==> src/sv/cfir_pkg.sv <==
`timescale 1ns / 1ps
// ----------------------------------------------------------------------------
// cfir_pkg
// Shared constants, types and the output saturation function for the
// complex-input, real-tap FIR filter.
// ----------------------------------------------------------------------------
package cfir_pkg;

	// Sizing
	localparam int MAX_TAPS    = 64;
	localparam int SAMPLE_BITS = 16;

	// Fixed field widths of the channels
	localparam int SAMPLE_FIELD_W = 16;
	localparam int COEF_W         = 16;
	localparam int TAP_IDX_W      = 6;
	localparam int TAP_CNT_W      = 7;
	localparam int OUT_W          = 24;
	localparam int CFG_IDX_W      = 2;
	localparam int CFG_DATA_W     = 7;
	localparam int FRAC_BITS      = 15;

	// Derived widths
	localparam int IDX_W = $clog2(MAX_TAPS);
	localparam int CNT_W = $clog2(MAX_TAPS + 1);
	localparam int ACC_W = SAMPLE_BITS + COEF_W + IDX_W;
	localparam int CMP_W = (ACC_W > OUT_W) ? ACC_W : OUT_W;
	localparam int TIX_CMP_W = ((TAP_IDX_W > CNT_W) ? TAP_IDX_W : CNT_W) + 1;

	// Configuration register indexes
	localparam logic [CFG_IDX_W-1:0] REG_TAP_COUNT   = 2'd0;
	localparam logic [CFG_IDX_W-1:0] REG_CENTER_MODE = 2'd1;

	// Item modes
	localparam logic MODE_PUSH = 1'b0;
	localparam logic MODE_TAP  = 1'b1;

	// Output limits
	localparam logic signed [OUT_W-1:0] OUT_MAX_V = {1'b0, {(OUT_W - 1){1'b1}}};
	localparam logic signed [OUT_W-1:0] OUT_MIN_V = {1'b1, {(OUT_W - 1){1'b0}}};

	typedef enum logic [1:0] {
		ST_IDLE,
		ST_FEED,
		ST_FLUSH,
		ST_HOLD
	} cfir_state_t;

	typedef struct packed {
		logic signed [SAMPLE_BITS-1:0] re;
		logic signed [SAMPLE_BITS-1:0] im;
	} cfir_cplx_t;

	typedef struct packed {
		logic signed [ACC_W-1:0] re;
		logic signed [ACC_W-1:0] im;
	} cfir_acc_t;

	// Controller to datapath
	typedef struct packed {
		logic             shift;
		logic             tap_we;
		logic [IDX_W-1:0] tap_addr;
		logic             rd_en;
		logic [IDX_W-1:0] rd_addr;
		logic             inject;
		logic [IDX_W-1:0] head;
		logic             capture;
		logic             emit;
	} cfir_ctl_t;

	// Datapath to controller
	typedef struct packed {
		logic tok_exit;
		logic out_free;
	} cfir_sts_t;

	typedef struct packed {
		logic signed [OUT_W-1:0] val;
		logic                    hit;
	} cfir_sat_t;

	// Floor shift by FRAC_BITS, then clamp to the output range
	function automatic cfir_sat_t sat_out(input logic signed [ACC_W-1:0] acc);
		logic signed [CMP_W-1:0] wide;
		logic signed [CMP_W-1:0] hi;
		logic signed [CMP_W-1:0] lo;
		cfir_sat_t r;
		wide = CMP_W'(acc) >>> FRAC_BITS;
		hi   = CMP_W'(OUT_MAX_V);
		lo   = CMP_W'(OUT_MIN_V);
		if (wide > hi) begin
			r.val = OUT_MAX_V;
			r.hit = 1'b1;
		end else if (wide < lo) begin
			r.val = OUT_MIN_V;
			r.hit = 1'b1;
		end else begin
			r.val = wide[OUT_W-1:0];
			r.hit = 1'b0;
		end
		return r;
	endfunction

endpackage

==> src/sv/cfir_cell.sv <==
`timescale 1ns / 1ps
// ----------------------------------------------------------------------------
// cfir_cell
// One delay-line cell: holds one complex history sample, passes it to the
// older neighbor on a push, and adds its product into the partial sum that
// walks through the chain toward the newest sample.
// ----------------------------------------------------------------------------
module cfir_cell (
	input  logic                                      clk,
	input  logic                                      arst_n,
	input  logic                                      shift,
	input  cfir_pkg::cfir_cplx_t                      samp_in,
	output cfir_pkg::cfir_cplx_t                      samp_out,
	input  logic signed [cfir_pkg::COEF_W-1:0]        coef,
	input  logic                                      inject,
	input  logic                                      tok_in,
	input  cfir_pkg::cfir_acc_t                       acc_in,
	output cfir_pkg::cfir_acc_t                       acc_out,
	output logic                                      tok_out
);

	localparam int PROD_W = cfir_pkg::SAMPLE_BITS + cfir_pkg::COEF_W;

	cfir_pkg::cfir_cplx_t      hist_q;
	cfir_pkg::cfir_acc_t       acc_q;
	cfir_pkg::cfir_acc_t       base;
	cfir_pkg::cfir_acc_t       acc_d;
	logic                      tok_q;
	logic signed [PROD_W-1:0]  prod_re;
	logic signed [PROD_W-1:0]  prod_im;

	// history sample, zero after reset
	always_ff @(posedge clk or negedge arst_n) begin
		if (!arst_n) begin
			hist_q <= '0;
		end else if (shift) begin
			hist_q <= samp_in;
		end
	end

	// multiply-accumulate; a fresh sum starts at the head cell
	always_comb begin
		prod_re  = hist_q.re * coef;
		prod_im  = hist_q.im * coef;
		base     = inject ? '0 : acc_in;
		acc_d.re = base.re + cfir_pkg::ACC_W'(prod_re);
		acc_d.im = base.im + cfir_pkg::ACC_W'(prod_im);
	end

	always_ff @(posedge clk) begin
		if (inject || tok_in) begin
			acc_q <= acc_d;
		end
	end

	// token marks where the partial sum currently is
	always_ff @(posedge clk or negedge arst_n) begin
		if (!arst_n) begin
			tok_q <= 1'b0;
		end else begin
			tok_q <= inject || tok_in;
		end
	end

	assign samp_out = hist_q;
	assign acc_out  = acc_q;
	assign tok_out  = tok_q;

endmodule

==> config.mk <==
export PLATFORM = sky130hd
export DESIGN_NAME = cfir_cell
export DESIGN_NICKNAME = d
export VERILOG_FILES = /design/src/sv/cfir_pkg.sv /design/src/sv/cfir_cell.sv
export SDC_FILE = /design/constraint.sdc
export NUM_CORES = 2
export LEC_CHECK = 0
export BUFFER_PORTS_ARGS = -buffer_cell sky130_fd_sc_hd__buf_2
export CAP_MARGIN = 40
export CORE_UTILIZATION = 55
export CTS_CLUSTER_DIAMETER = 80
export DETAILED_ROUTE_END_ITERATION = 7
export PLACE_DENSITY = 0.82
export SETUP_SLACK_MARGIN = 0.3
export SLEW_MARGIN = 10
export SYNTH_ARGS = -nofsm -noshare
export SYNTH_HDL_FRONTEND = slang
export SYNTH_SLANG_ARGS = --single-unit
==> constraint.sdc <==
create_clock -name clk -period 18 [get_ports clk]
set_clock_uncertainty 0.15 [all_clocks]
set_input_delay 2.7 -clock clk [delete_from_list [all_inputs] [get_ports clk]]
set_output_delay 2.7 -clock clk [all_outputs]
set_load 0.05 [all_outputs]
==> metrics.txt <==
FP Rows=82; synthesized net count=3,859; initial antenna violation count=6; yosys warns=0; CTS Root Cell=clkbuf_16; critical path endpoint=acc_out[73]$_DFFE_PP_; total grt overflow=0; area of the core=50,270 um^2; Cells after Synth=2,864; Detail Route Antenna Nets=0; largest family of logic cells by synthesized area=adder cells; # port buffers=237; layout cell share with drive strength beyond 1=10.26%; post-synth cell types=66; Die W=228.0 um; most frequent cells in the layout=721 x inv_1, 644 x fa_1, 298 x nand2_1; First-pass DRT Iterations=5; Detail Placement HPWL=52.21 mm; share of synthesized registers carrying an async set or reset=30.28%; max cap viols=0; number of flops mapped to enable cells by yosys=76; Max Freq=106.4 MHz; commonest non-fill, non-tap cell in the layout=inv_1; Layout Nets=4,002; multiplexer share of the synthesized area=1.390%; minimum clock period=9397 ps; final routed DRC violation total=0; crit path from=coef[1]; fin. max-slew vios=0; Starting Density=55.88%; largest net degree at the start of global routing=42; All-Layer GR Usage=26.68%; post-synthesis sequential area ratio=11.06%; synthesized-area fraction occupied by adder cells=55.78%; Avg Cell Area, Syn=9.808 um^2; cts repair resizes=0; startpoint type of the worst setup path=input port; DRT iter0 DRCs=1,211; run status=completed; post-synthesis compound-gate area fraction=5.020%; Num CTS Buffers=9; DIE AREA=51,980 um^2; vias in the first global route=22,120; DIE HEIGHT=228.0 um; clock slew at reported path FFs=90 ps; CP Data Required Time=18,080 ps; Bufs on Longest Clock Path=2; r2r setup slk=10,660 ps; RSZ-0062 raised after global routing=no; global-route wire length before repair=108.4 mm; CTS tree=built; Post-Route WL=65.18 mm; Setup TNS=0 ps; CP endpoint kind=register; Post-Synth Simple-Gate Area=13.34%; Via-to-Cell Ratio=5.394; H-tree levels=3; R2R cell count=19; Slew HR=41.84%; Post-Synth XOR/XNOR Area=2.214%; CTS Sinks=109; crit-path max FO=32; # setup viols final=0; Fin. Hold Viols=0; final period utilization=52.20%; Synth Flop Type=edfxtp_1; DR vias=19,890; WP data arrival=9480 ps; Wirelength per Cell=17.68 um; cts hold-fix bufs=0; Crit Reg-Reg Endpoint=acc_out[73]$_DFFE_PP_; area added between synthesis and finish=7.109%; Yosys reg bits=109; gpl congestion=0.8895; measured slew at the worst slew-check pin=872.4 ps; Clock Latency Late Sink=410 ps; Synth Cell Area=28,090 um^2; Post-CTS Setup Inserts=0; Ports=238; type of the worst setup path=input port to register; Critical R2R Launch=samp_out[31]$_DFFE_PN0P_; HP Class=register to register
[logic make-up (layout without fill, tap and decap cells)]
kind of cell,after synthesis,after routing
mux,35,35
fa+ha+maj,866,866
xor+xnor,71,71
other cells,0,3
compound gates,205,205
buf+inv,833,981
simple gates,745,745
flops,109,109
[state kept, by name, summed over array words and instances (netlist names)]
name,cells
acc_out,76
samp_out,32
tok_out,1
[Yosys cell counts, drive strengths merged, types with 5 or more instances]
master,count,area share [%]
inv,721,9.6
fa,644,46
nand2,298,4.0
and2,230,5.1
ha,222,9.9
clkbuf,103,1.4
nor2b,80,1.8
edfxtp,76,8.1
a21oi,68,1.3
nor2,65,0.87
xnor2,55,1.7
dfrtp,33,2.9
o21ai,33,0.61
mux2,32,1.3
a21o,22,0.59
nand2b,16,0.36
xor2,16,0.50
nand3,15,0.27
o211ai,12,0.34
nor3,11,0.20
o21a,11,0.29
nand4,10,0.22
buf,9,0.17
o21bai,9,0.24
a211oi,7,0.19
a2111oi,6,0.30
a31oi,6,0.13
and3,5,0.12
[metal layers]
layer | track usage, % | routed length [um] | share of wire (%) | vias to the layer above
met5 | 0 | 34 | 0.052 | -
met4 | 11.51 | 2705 | 4.2 | 6
met3 | 4.525 | 4299 | 6.6 | 183
met2 | 46.69 | 33370 | 51 | 742
met1 | 32.50 | 24760 | 38 | 10180
li1 | - | - | - | 8780
[critical path, stage by stage]
cell and delay (ps):
buf_2 530, nand2_1 260, inv_1 140, fa_1 500
fa_1 890, fa_1 530, fa_1 500, fa_1 500
inv_1 50, fa_1 470, inv_1 40, ha_1 360
a21oi_1 190, o21ai_1 120, o41ai_1 450, o211a_2 270
a31oi_1 160, o21ai_2 200, or4b_1 470, o311ai_1 110
[metrics by stage]
step | area, um^2 | std cells | hold WS (ps) | utilization [%] | setup slack, ps
after global routing | 30080 | 3684 | 902.6 | 59.83 | 8224
after detailed placement | 29780 | 3668 | 831.9 | 59.25 | 8314
after global placement | 29710 | 3664 | 804.7 | 59.09 | 8515
after floorplan | 28090 | 2864 | 799.1 | - | 9296
after CTS | 30080 | 3684 | 850.9 | 59.83 | 8713
final | 30090 | 3687 | 862.0 | 59.85 | 8603
[how the worst min path moves through the flow]
stage,start,endpoint,slack [ps],depth (start not counted)
2_1_floorplan,samp_out[3]$_DFFE_PN0P_,samp_out[3]$_DFFE_PN0P_,800,1
3_5_place_dp,samp_out[1]$_DFFE_PN0P_,samp_out[1]$_DFFE_PN0P_,830,1
3_3_place_gp,samp_out[16]$_DFFE_PN0P_,samp_out[16]$_DFFE_PN0P_,800,1
5_1_grt,samp_out[1]$_DFFE_PN0P_,samp_out[1]$_DFFE_PN0P_,900,1
4_1_cts,samp_out[1]$_DFFE_PN0P_,samp_out[1]$_DFFE_PN0P_,850,1
6_report,samp_out[1]$_DFFE_PN0P_,samp_out[1]$_DFFE_PN0P_,860,1
[area by class of cell]
class	count	area, um^2
Multi-Input combinational cell	1922	21840
Fill cell	4239	20190
Sequential cell	109	3108
Inverter	721	2706
Timing Repair Buffer	244	1289
Tap cell	672	840.8
Clock buffer	12	257.7
Clock inverter	4	37.54
Antenna cell	3	7.507
Power is not shown: default switching activity piles up to over one toggle a cycle in this logic, so the estimate is an artifact.
