**config.mk**
```make
export PLATFORM = sky130hd
export DESIGN_NAME = cfir_ctrl_flat
export DESIGN_NICKNAME = d
export VERILOG_FILES = /design/src/sv/cfir_pkg.sv /design/src/sv/cfir_ifs.sv /design/src/sv/cfir_ctrl.sv /design/src/flat_wrapper.sv
export SDC_FILE = /design/constraint.sdc
export NUM_CORES = 1
export LEC_CHECK = 0
export BUFFER_PORTS_ARGS = -buffer_cell sky130_fd_sc_hd__clkbuf_2
export CAP_MARGIN = 30
export CORE_UTILIZATION = 23
export CTS_BUF_LIST = sky130_fd_sc_hd__clkbuf_4 sky130_fd_sc_hd__clkbuf_8
export DETAILED_ROUTE_END_ITERATION = 12
export PLACE_DENSITY = 0.49
export REMOVE_ABC_BUFFERS = 1
export SLEW_MARGIN = 20
export SYNTH_ARGS = -nofsm -noshare
export SYNTH_HDL_FRONTEND = slang
export SYNTH_SLANG_ARGS = --single-unit
```
**constraint.sdc**
```tcl
create_clock -name clk -period 6.8 [get_ports clk]
set_input_delay 0.34 -clock clk [delete_from_list [all_inputs] [get_ports clk]]
set_output_delay 0.34 -clock clk [all_outputs]
set_load 0.02 [all_outputs]
```
**src/sv/cfir_pkg.sv**
```systemverilog
`timescale 1ns / 1ps
// ----------------------------------------------------------------------------
// cfir_pkg
// Shared constants, types and the output saturation function for the
// complex-input, real-tap FIR filter.
// ----------------------------------------------------------------------------
package cfir_pkg;

	// Sizing
	localparam int MAX_TAPS    = 64;
	localparam int SAMPLE_BITS = 16;

	// Fixed field widths of the channels
	localparam int SAMPLE_FIELD_W = 16;
	localparam int COEF_W         = 16;
	localparam int TAP_IDX_W      = 6;
	localparam int TAP_CNT_W      = 7;
	localparam int OUT_W          = 24;
	localparam int CFG_IDX_W      = 2;
	localparam int CFG_DATA_W     = 7;
	localparam int FRAC_BITS      = 15;

	// Derived widths
	localparam int IDX_W = $clog2(MAX_TAPS);
	localparam int CNT_W = $clog2(MAX_TAPS + 1);
	localparam int ACC_W = SAMPLE_BITS + COEF_W + IDX_W;
	localparam int CMP_W = (ACC_W > OUT_W) ? ACC_W : OUT_W;
	localparam int TIX_CMP_W = ((TAP_IDX_W > CNT_W) ? TAP_IDX_W : CNT_W) + 1;

	// Configuration register indexes
	localparam logic [CFG_IDX_W-1:0] REG_TAP_COUNT   = 2'd0;
	localparam logic [CFG_IDX_W-1:0] REG_CENTER_MODE = 2'd1;

	// Item modes
	localparam logic MODE_PUSH = 1'b0;
	localparam logic MODE_TAP  = 1'b1;

	// Output limits
	localparam logic signed [OUT_W-1:0] OUT_MAX_V = {1'b0, {(OUT_W - 1){1'b1}}};
	localparam logic signed [OUT_W-1:0] OUT_MIN_V = {1'b1, {(OUT_W - 1){1'b0}}};

	typedef enum logic [1:0] {
		ST_IDLE,
		ST_FEED,
		ST_FLUSH,
		ST_HOLD
	} cfir_state_t;

	typedef struct packed {
		logic signed [SAMPLE_BITS-1:0] re;
		logic signed [SAMPLE_BITS-1:0] im;
	} cfir_cplx_t;

	typedef struct packed {
		logic signed [ACC_W-1:0] re;
		logic signed [ACC_W-1:0] im;
	} cfir_acc_t;

	// Controller to datapath
	typedef struct packed {
		logic             shift;
		logic             tap_we;
		logic [IDX_W-1:0] tap_addr;
		logic             rd_en;
		logic [IDX_W-1:0] rd_addr;
		logic             inject;
		logic [IDX_W-1:0] head;
		logic             capture;
		logic             emit;
	} cfir_ctl_t;

	// Datapath to controller
	typedef struct packed {
		logic tok_exit;
		logic out_free;
	} cfir_sts_t;

	typedef struct packed {
		logic signed [OUT_W-1:0] val;
		logic                    hit;
	} cfir_sat_t;

	// Floor shift by FRAC_BITS, then clamp to the output range
	function automatic cfir_sat_t sat_out(input logic signed [ACC_W-1:0] acc);
		logic signed [CMP_W-1:0] wide;
		logic signed [CMP_W-1:0] hi;
		logic signed [CMP_W-1:0] lo;
		cfir_sat_t r;
		wide = CMP_W'(acc) >>> FRAC_BITS;
		hi   = CMP_W'(OUT_MAX_V);
		lo   = CMP_W'(OUT_MIN_V);
		if (wide > hi) begin
			r.val = OUT_MAX_V;
			r.hit = 1'b1;
		end else if (wide < lo) begin
			r.val = OUT_MIN_V;
			r.hit = 1'b1;
		end else begin
			r.val = wide[OUT_W-1:0];
			r.hit = 1'b0;
		end
		return r;
	endfunction

endpackage

```
**src/sv/cfir_ifs.sv**
```systemverilog
`timescale 1ns / 1ps
// ----------------------------------------------------------------------------
// cfir channel interfaces
// Valid/ready channels for input items, filter results and register writes.
// ----------------------------------------------------------------------------
interface cfir_sample_if;
	logic                                          valid;
	logic                                          ready;
	logic                                          mode;
	logic signed [cfir_pkg::SAMPLE_FIELD_W-1:0]    sample_re;
	logic signed [cfir_pkg::SAMPLE_FIELD_W-1:0]    sample_im;
	logic        [cfir_pkg::TAP_IDX_W-1:0]         tap_index;
	logic signed [cfir_pkg::COEF_W-1:0]            tap_value;

	modport source (output valid, mode, sample_re, sample_im, tap_index, tap_value,
		input ready);
	modport sink (input valid, mode, sample_re, sample_im, tap_index, tap_value,
		output ready);
endinterface


interface cfir_cfg_if;
	logic                                 valid;
	logic                                 ready;
	logic [cfir_pkg::CFG_IDX_W-1:0]       index;
	logic [cfir_pkg::CFG_DATA_W-1:0]      data;

	modport source (output valid, index, data, input ready);
	modport sink (input valid, index, data, output ready);
endinterface

```
**src/sv/cfir_ctrl.sv**
```systemverilog
`timescale 1ns / 1ps
// ----------------------------------------------------------------------------
// cfir_ctrl
// Configuration registers, warm-up counter and the sequencer that feeds
// coefficients to the cell chain and hands the result to the output stage.
// ----------------------------------------------------------------------------
module cfir_ctrl (
	input  logic                 clk,
	input  logic                 arst_n,
	cfir_sample_if.sink          sample,
	cfir_cfg_if.sink             cfg,
	input  cfir_pkg::cfir_sts_t  sts,
	output cfir_pkg::cfir_ctl_t  ctl
);

	cfir_pkg::cfir_state_t                  state_q, state_d;
	logic [cfir_pkg::IDX_W-1:0]             step_q, step_d;
	logic [cfir_pkg::CNT_W-1:0]             warm_q, warm_d;
	logic [cfir_pkg::TAP_CNT_W-1:0]         tap_count_q;
	logic                                   center_q;
	logic                                   inject_q;

	logic [cfir_pkg::CNT_W-1:0]             taps_n;
	logic [cfir_pkg::CNT_W-1:0]             delay;
	logic [cfir_pkg::CNT_W-1:0]             warm_nx;
	logic [cfir_pkg::IDX_W-1:0]             head;
	logic                                   held;
	logic                                   tap_ok;

	// configuration writes, taken whenever offered
	assign cfg.ready = 1'b1;

	always_ff @(posedge clk or negedge arst_n) begin
		if (!arst_n) begin
			tap_count_q <= cfir_pkg::TAP_CNT_W'(1);
			center_q    <= 1'b0;
		end else if (cfg.valid && cfg.ready) begin
			if (cfg.index == cfir_pkg::REG_TAP_COUNT) begin
				tap_count_q <= cfg.data[cfir_pkg::TAP_CNT_W-1:0];
			end else if (cfg.index == cfir_pkg::REG_CENTER_MODE) begin
				center_q <= cfg.data[0];
			end
		end
	end

	// taps in use, centering delay, warm-up
	always_comb begin
		if (tap_count_q == '0) begin
			taps_n = cfir_pkg::CNT_W'(1);
		end else if (int'(tap_count_q) > cfir_pkg::MAX_TAPS) begin
			taps_n = cfir_pkg::CNT_W'(cfir_pkg::MAX_TAPS);
		end else begin
			taps_n = cfir_pkg::CNT_W'(tap_count_q);
		end
		head    = cfir_pkg::IDX_W'(taps_n - 1'b1);
		delay   = taps_n - 1'b1 - (taps_n >> 1);
		warm_nx = (warm_q < cfir_pkg::CNT_W'(cfir_pkg::MAX_TAPS)) ? warm_q + 1'b1 : warm_q;
		held    = center_q && (warm_nx <= delay);
		tap_ok  = cfir_pkg::TIX_CMP_W'(sample.tap_index)
			< cfir_pkg::TIX_CMP_W'(cfir_pkg::MAX_TAPS);
	end

	// state and counters
	always_ff @(posedge clk or negedge arst_n) begin
		if (!arst_n) begin
			state_q  <= cfir_pkg::ST_IDLE;
			step_q   <= '0;
			warm_q   <= '0;
			inject_q <= 1'b0;
		end else begin
			state_q  <= state_d;
			step_q   <= step_d;
			warm_q   <= warm_d;
			inject_q <= (state_q == cfir_pkg::ST_FEED) && (step_q == '0);
		end
	end

	// next state and control outputs
	always_comb begin
		state_d      = state_q;
		step_d       = step_q;
		warm_d       = warm_q;
		sample.ready = 1'b0;
		ctl          = '0;
		ctl.tap_addr = cfir_pkg::IDX_W'(sample.tap_index);
		ctl.rd_addr  = step_q;
		ctl.inject   = inject_q;
		ctl.head     = head;
		unique case (state_q)
			cfir_pkg::ST_IDLE: begin
				sample.ready = 1'b1;
				if (sample.valid) begin
					if (sample.mode == cfir_pkg::MODE_TAP) begin
						ctl.tap_we = tap_ok;
					end else begin
						ctl.shift = 1'b1;
						warm_d    = warm_nx;
						if (!held) begin
							state_d = cfir_pkg::ST_FEED;
							step_d  = '0;
						end
					end
				end
			end
			cfir_pkg::ST_FEED: begin
				// coefficient k reaches the cell holding the sample n-1-k pushes old
				ctl.rd_en = 1'b1;
				if (step_q == head) begin
					state_d = cfir_pkg::ST_FLUSH;
				end else begin
					step_d = step_q + 1'b1;
				end
			end
			cfir_pkg::ST_FLUSH: begin
				if (sts.tok_exit) begin
					ctl.capture = 1'b1;
					state_d     = cfir_pkg::ST_HOLD;
				end
			end
			cfir_pkg::ST_HOLD: begin
				if (sts.out_free) begin
					ctl.emit = 1'b1;
					state_d  = cfir_pkg::ST_IDLE;
				end
			end
			default: begin
				state_d = cfir_pkg::ST_IDLE;
			end
		endcase
	end

endmodule

```
**src/flat_wrapper.sv**
```systemverilog
// flat-port wrapper written by rule: the top's interface ports become plain ports
module cfir_ctrl_flat 
  (clk, arst_n, sts, ctl, sample_valid, sample_mode, sample_sample_re, sample_sample_im, sample_tap_index, sample_tap_value, sample_ready, cfg_valid, cfg_index, cfg_data, cfg_ready);
  cfir_sample_if sample_i ();
  cfir_cfg_if cfg_i ();
  input  logic clk;
  input  logic arst_n;
  input  cfir_pkg::cfir_sts_t sts;
  output cfir_pkg::cfir_ctl_t ctl;
  input wire logic [$bits(sample_i.valid)-1:0] sample_valid;
  input wire logic [$bits(sample_i.mode)-1:0] sample_mode;
  input wire logic [$bits(sample_i.sample_re)-1:0] sample_sample_re;
  input wire logic [$bits(sample_i.sample_im)-1:0] sample_sample_im;
  input wire logic [$bits(sample_i.tap_index)-1:0] sample_tap_index;
  input wire logic [$bits(sample_i.tap_value)-1:0] sample_tap_value;
  output wire logic [$bits(sample_i.ready)-1:0] sample_ready;
  input wire logic [$bits(cfg_i.valid)-1:0] cfg_valid;
  input wire logic [$bits(cfg_i.index)-1:0] cfg_index;
  input wire logic [$bits(cfg_i.data)-1:0] cfg_data;
  output wire logic [$bits(cfg_i.ready)-1:0] cfg_ready;
  assign sample_i.valid = sample_valid;
  assign sample_i.mode = sample_mode;
  assign sample_i.sample_re = sample_sample_re;
  assign sample_i.sample_im = sample_sample_im;
  assign sample_i.tap_index = sample_tap_index;
  assign sample_i.tap_value = sample_tap_value;
  assign sample_ready = sample_i.ready;
  assign cfg_i.valid = cfg_valid;
  assign cfg_i.index = cfg_index;
  assign cfg_i.data = cfg_data;
  assign cfg_ready = cfg_i.ready;
  cfir_ctrl u_core (.clk(clk), .arst_n(arst_n), .sample(sample_i), .cfg(cfg_i), .sts(sts), .ctl(ctl));
endmodule
```
==> key figures <==
Route
  • DRC violations left: 0
  • Via density: 4.71
  • Routed WL per cell: 13.6 microns
  • Routed wire length: 4860 microns
  • Antenna Nets Post-Route: 0
  • DR vias: 1687
  • Router iterations before antenna repair: 4
  • DR iter-0 viols: 74

Flow run
  • Max-cap violations: 0

Worst setup path
  • Kind of critical path: reg -> reg
  • Worst reg2reg path depth: 20
  • CP startpoint kind: flip-flop
  • Worst-path maximum fanout: 12
  • Max stage delay on crit path: 0.68 ns
  • Max stage delay cell, worst path: or4_1
  • CP Capture Type: flip-flop
  • Top delay family on crit path: compound AO/OA/AOI/OAI gates
  • Bufs and invs on worst path: 1
  • CP arrival: 5.79 ns
  • Data required, critical path: 6.96 ns
  • CP cell instances: or4_1 > nor2_1 > nor2_1 > nor2_1 > inv_1 > ha_1 > xnor2_1 > ha_1 > a21o_1 > maj3_1 > a21o_1 > a21oi_1 > xor2_1 > ha_1 > a22oi_1 > and3_1 > o31ai_1 > a21oi_1 > and4b_1 > a211o_1
  • Levels on crit path: 20

Synth
  • Synthesized flop and latch total: 24
  • Synth Flop Type: dfrtp_1
  • Post-synthesis sequential area ratio: 29.0%
  • Yosys warning count: 0
  • Number of synthesized flops with an enable pin: 0
  • Mapped Area: 2070 sq um
  • Syn avg cell area: 9.05 sq um
  • FFs w/ async S/R, synth: 100%
  • Cells after synthesis: 229
  • Post-synth cell types: 51

Power
  • Sw power: 0.000408 W
  • Flop pwr share: 28.6%
  • Int Pwr: 0.000469 W
  • Power Density: 375 nW/um^2
  • Max VDD drop: 0.000142 V
  • Leakage power: 1.11 nW
  • Logic pwr share: 59.9%
  • Clk pwr share: 11.5%
  • Sw Share: 46.5%

Layout
  • Layout cells sized above 1: 21.6%
  • Seq. cell area: 602 sq um
  • Antenna diode count: 0
  • Nets: 342
  • FILL cells: 953
  • Footprint of the multi-input gates: 1320 sq um
  • Layout area overhead: 12.9%

Global routing
  • Initial antenna violation count: 0
  • Grt ovf: 0
  • First-pass GRT wire length: 8070 microns
  • All-Layer GR Usage: 10.6%
  • Vias in the first global route: 1612
  • Largest net degree at the start of global routing: 25

CTS
  • Worst skew pair latency: 0.27 ns
  • Clk sinks: 24
  • Hold buffers post-CTS: 0
  • Post-CTS Resized: 0
  • H-tree depth: 1
  • Clock slew at reported path FFs: 0.09 ns
  • CTS Buffer Depth: 2
  • Root buffer cell: clkbuf_8
  • CTS tree: yes
  • Setup bufs post-CTS: 0
  • CTS Buf Count: 3

Place
  • Pre-CTS setup slack: 1.10 ns
  • Gpl congestion: 0.759
  • Hpwl dp: 3850 microns
  • Port bufs: 34

Timing
  • Slack of the critical path: 1.17 ns
  • Final Hold Fails: 0
  • Final Cycle Share: 82.8%
  • Sum Neg Setup Slack: 0 ns
  • RSZ-0062 raised after global routing: false
  • Skew final: 0.00342 ns
  • Final Slew Violations: 0
  • Period minus WS final: 5.63 ns
  • Max Freq: 178 MHz
  • Normalized max-slew margin: 45.4%
  • Slew at the pin closest to its max-slew limit: 0.819 ns
  • Final setup viols: 0

Floorplanning
  • Initial Util: 23.8%
  • DIE WIDTH: 96.9 microns
  • # rows: 34
  • Die area: 9390 sq um
  • Ports: 96
  • Core area: 8720 sq um
  • Die Span Y: 96.9 microns

Run status
  • Status: finished clean

Worst hold path
  • Hold Path Class: in -> async
## flip-flops by register name, summed over array words and instances (netlist names)
signal and cells:
u_core.tap_count_q 7, u_core.warm_q 7, u_core.step_q 6, u_core.state_q 2
u_core.center_q 1, u_core.inject_q 1
## synthesized netlist by cell type (2+ instances only)
library cell	number	share of area, %
buf_2	3	0.72
nor2b_1	2	0.60
nand2_1	21	3.8
a21oi_1	10	2.4
nor3b_1	2	0.72
ha_1	20	12
dfrtp_1	23	28
nand4bb_1	3	1.6
and4b_1	2	0.97
mux2_2	8	4.3
nand4b_1	4	1.7
nand3_1	5	1.2
nand3b_1	4	1.4
nor2_1	16	2.9
buf_4	8	2.9
o21bai_1	2	0.72
a211o_1	5	2.1
clkbuf_1	7	1.3
nand2b_1	3	0.91
nand4_1	2	0.60
o21ai_0	6	1.4
a21o_1	3	1.1
and2_1	2	0.60
and3_1	3	0.91
inv_1	13	2.4
xnor2_1	11	4.6
xor2_1	11	4.6
o211ai_1	3	1.1
nor3_1	5	1.2
## kinds of logic after synthesis
group                    Yosys count  synth area share [%]
AND/OR/NAND/NOR                   80                  21.7
AO/OA/AOI/OAI                     38                  13.4
buffers and inverters             32                  7.43
flip-flops                        24                  29.0
adder cells (fa/ha/maj)           22                  13.5
XOR/XNOR                          22                  9.30
multiplexers                      10                  5.37
other                              1                 0.181
## power by group through the flow
stage                     sequential (W)  clock [W]  combinational (W)
after floorplan                 0.000254          0           0.000392
after global placement          0.000252          0           0.000530
after detailed placement        0.000253          0           0.000536
after CTS                       0.000251   0.000106           0.000538
after global routing            0.000260   0.000112           0.000594
final                           0.000251   0.000101           0.000526
## through the flow
step	total power [W]	utilization [%]	hold slack (ns)	instance area (sq um)	cells
finish	0.000878	26.8	0.0843	2340	358
global route	0.000966	26.8	0.127	2340	358
CTS	0.000894	26.8	0.106	2340	358
floorplan	0.000646	-	0.0444	1970	211
detailed placement	0.000789	26.2	0.409	2280	354
global placement	0.000781	26.2	0.403	2280	354
## layout make-up
type                    count  area share (%)
multi-input cells         173            56.3
inverters                  14            2.25
repair buffers             35            7.60
clock buffers               4            2.35
flip-flops and latches     24            25.7
well taps                 108            5.78
## cell usage in the layout (no fill, tap or decap), types with 2 or more instances in the layout
| cell type | instances |
|---|---|
| xor2_1 | 11 |
| a21oi_1 | 10 |
| and2_1 | 2 |
| nand2_1 | 21 |
| clkbuf_8 | 4 |
| ha_1 | 20 |
| nand3_1 | 5 |
| nor2_1 | 16 |
| xnor2_1 | 11 |
| clkbuf_2 | 34 |
| o21ai_0 | 6 |
| nand4b_1 | 4 |
| o21bai_1 | 2 |
| mux2_2 | 8 |
| nand2b_1 | 3 |
| nor3b_1 | 2 |
| nor3_1 | 5 |
| and3_1 | 3 |
| nand4bb_1 | 3 |
| a211o_1 | 5 |
| o211ai_1 | 3 |
| nand4_1 | 2 |
| dfrtp_1 | 23 |
| and4b_1 | 2 |
| inv_1 | 13 |
| nand3b_1 | 4 |
| a21o_1 | 3 |
| nor2b_1 | 2 |
## metal layers
metal | up-vias | track usage (%) | part of all wire, %
li1 | 837 | - | -
met1 | 804 | 14.4 | 48
met2 | 38 | 15.1 | 43
met3 | 8 | 4.05 | 6.8
met4 | 0 | 3.79 | 1.9
met5 | - | 0 | 0
## worst paths after layout
| check | end | slack [ns] | startpoint |
|---|---|---|---|
| worst min-delay path | u_core.state_q[0]$_DFFE_PN0P_ | 0.08 | arst_n |
| worst max register to register | u_core.step_q[0]$_DFFE_PN0P_ | 1.17 | u_core.tap_count_q[2]$_DFFE_PN0P_ |
| max in group asynchronous | u_core.tap_count_q[3]$_DFFE_PN0P_ | 6.29 | arst_n |
| worst min register to register | u_core.warm_q[4]$_DFFE_PN0P_ | 0.52 | u_core.warm_q[4]$_DFFE_PN0P_ |
| min in group clk | u_core.tap_count_q[6]$_DFFE_PN0P_ | 0.29 | cfg_data[6] |
| worst max-delay path | u_core.step_q[0]$_DFFE_PN0P_ | 1.17 | u_core.tap_count_q[2]$_DFFE_PN0P_ |
No activity file was read; power rests on OpenSTA's default activity.
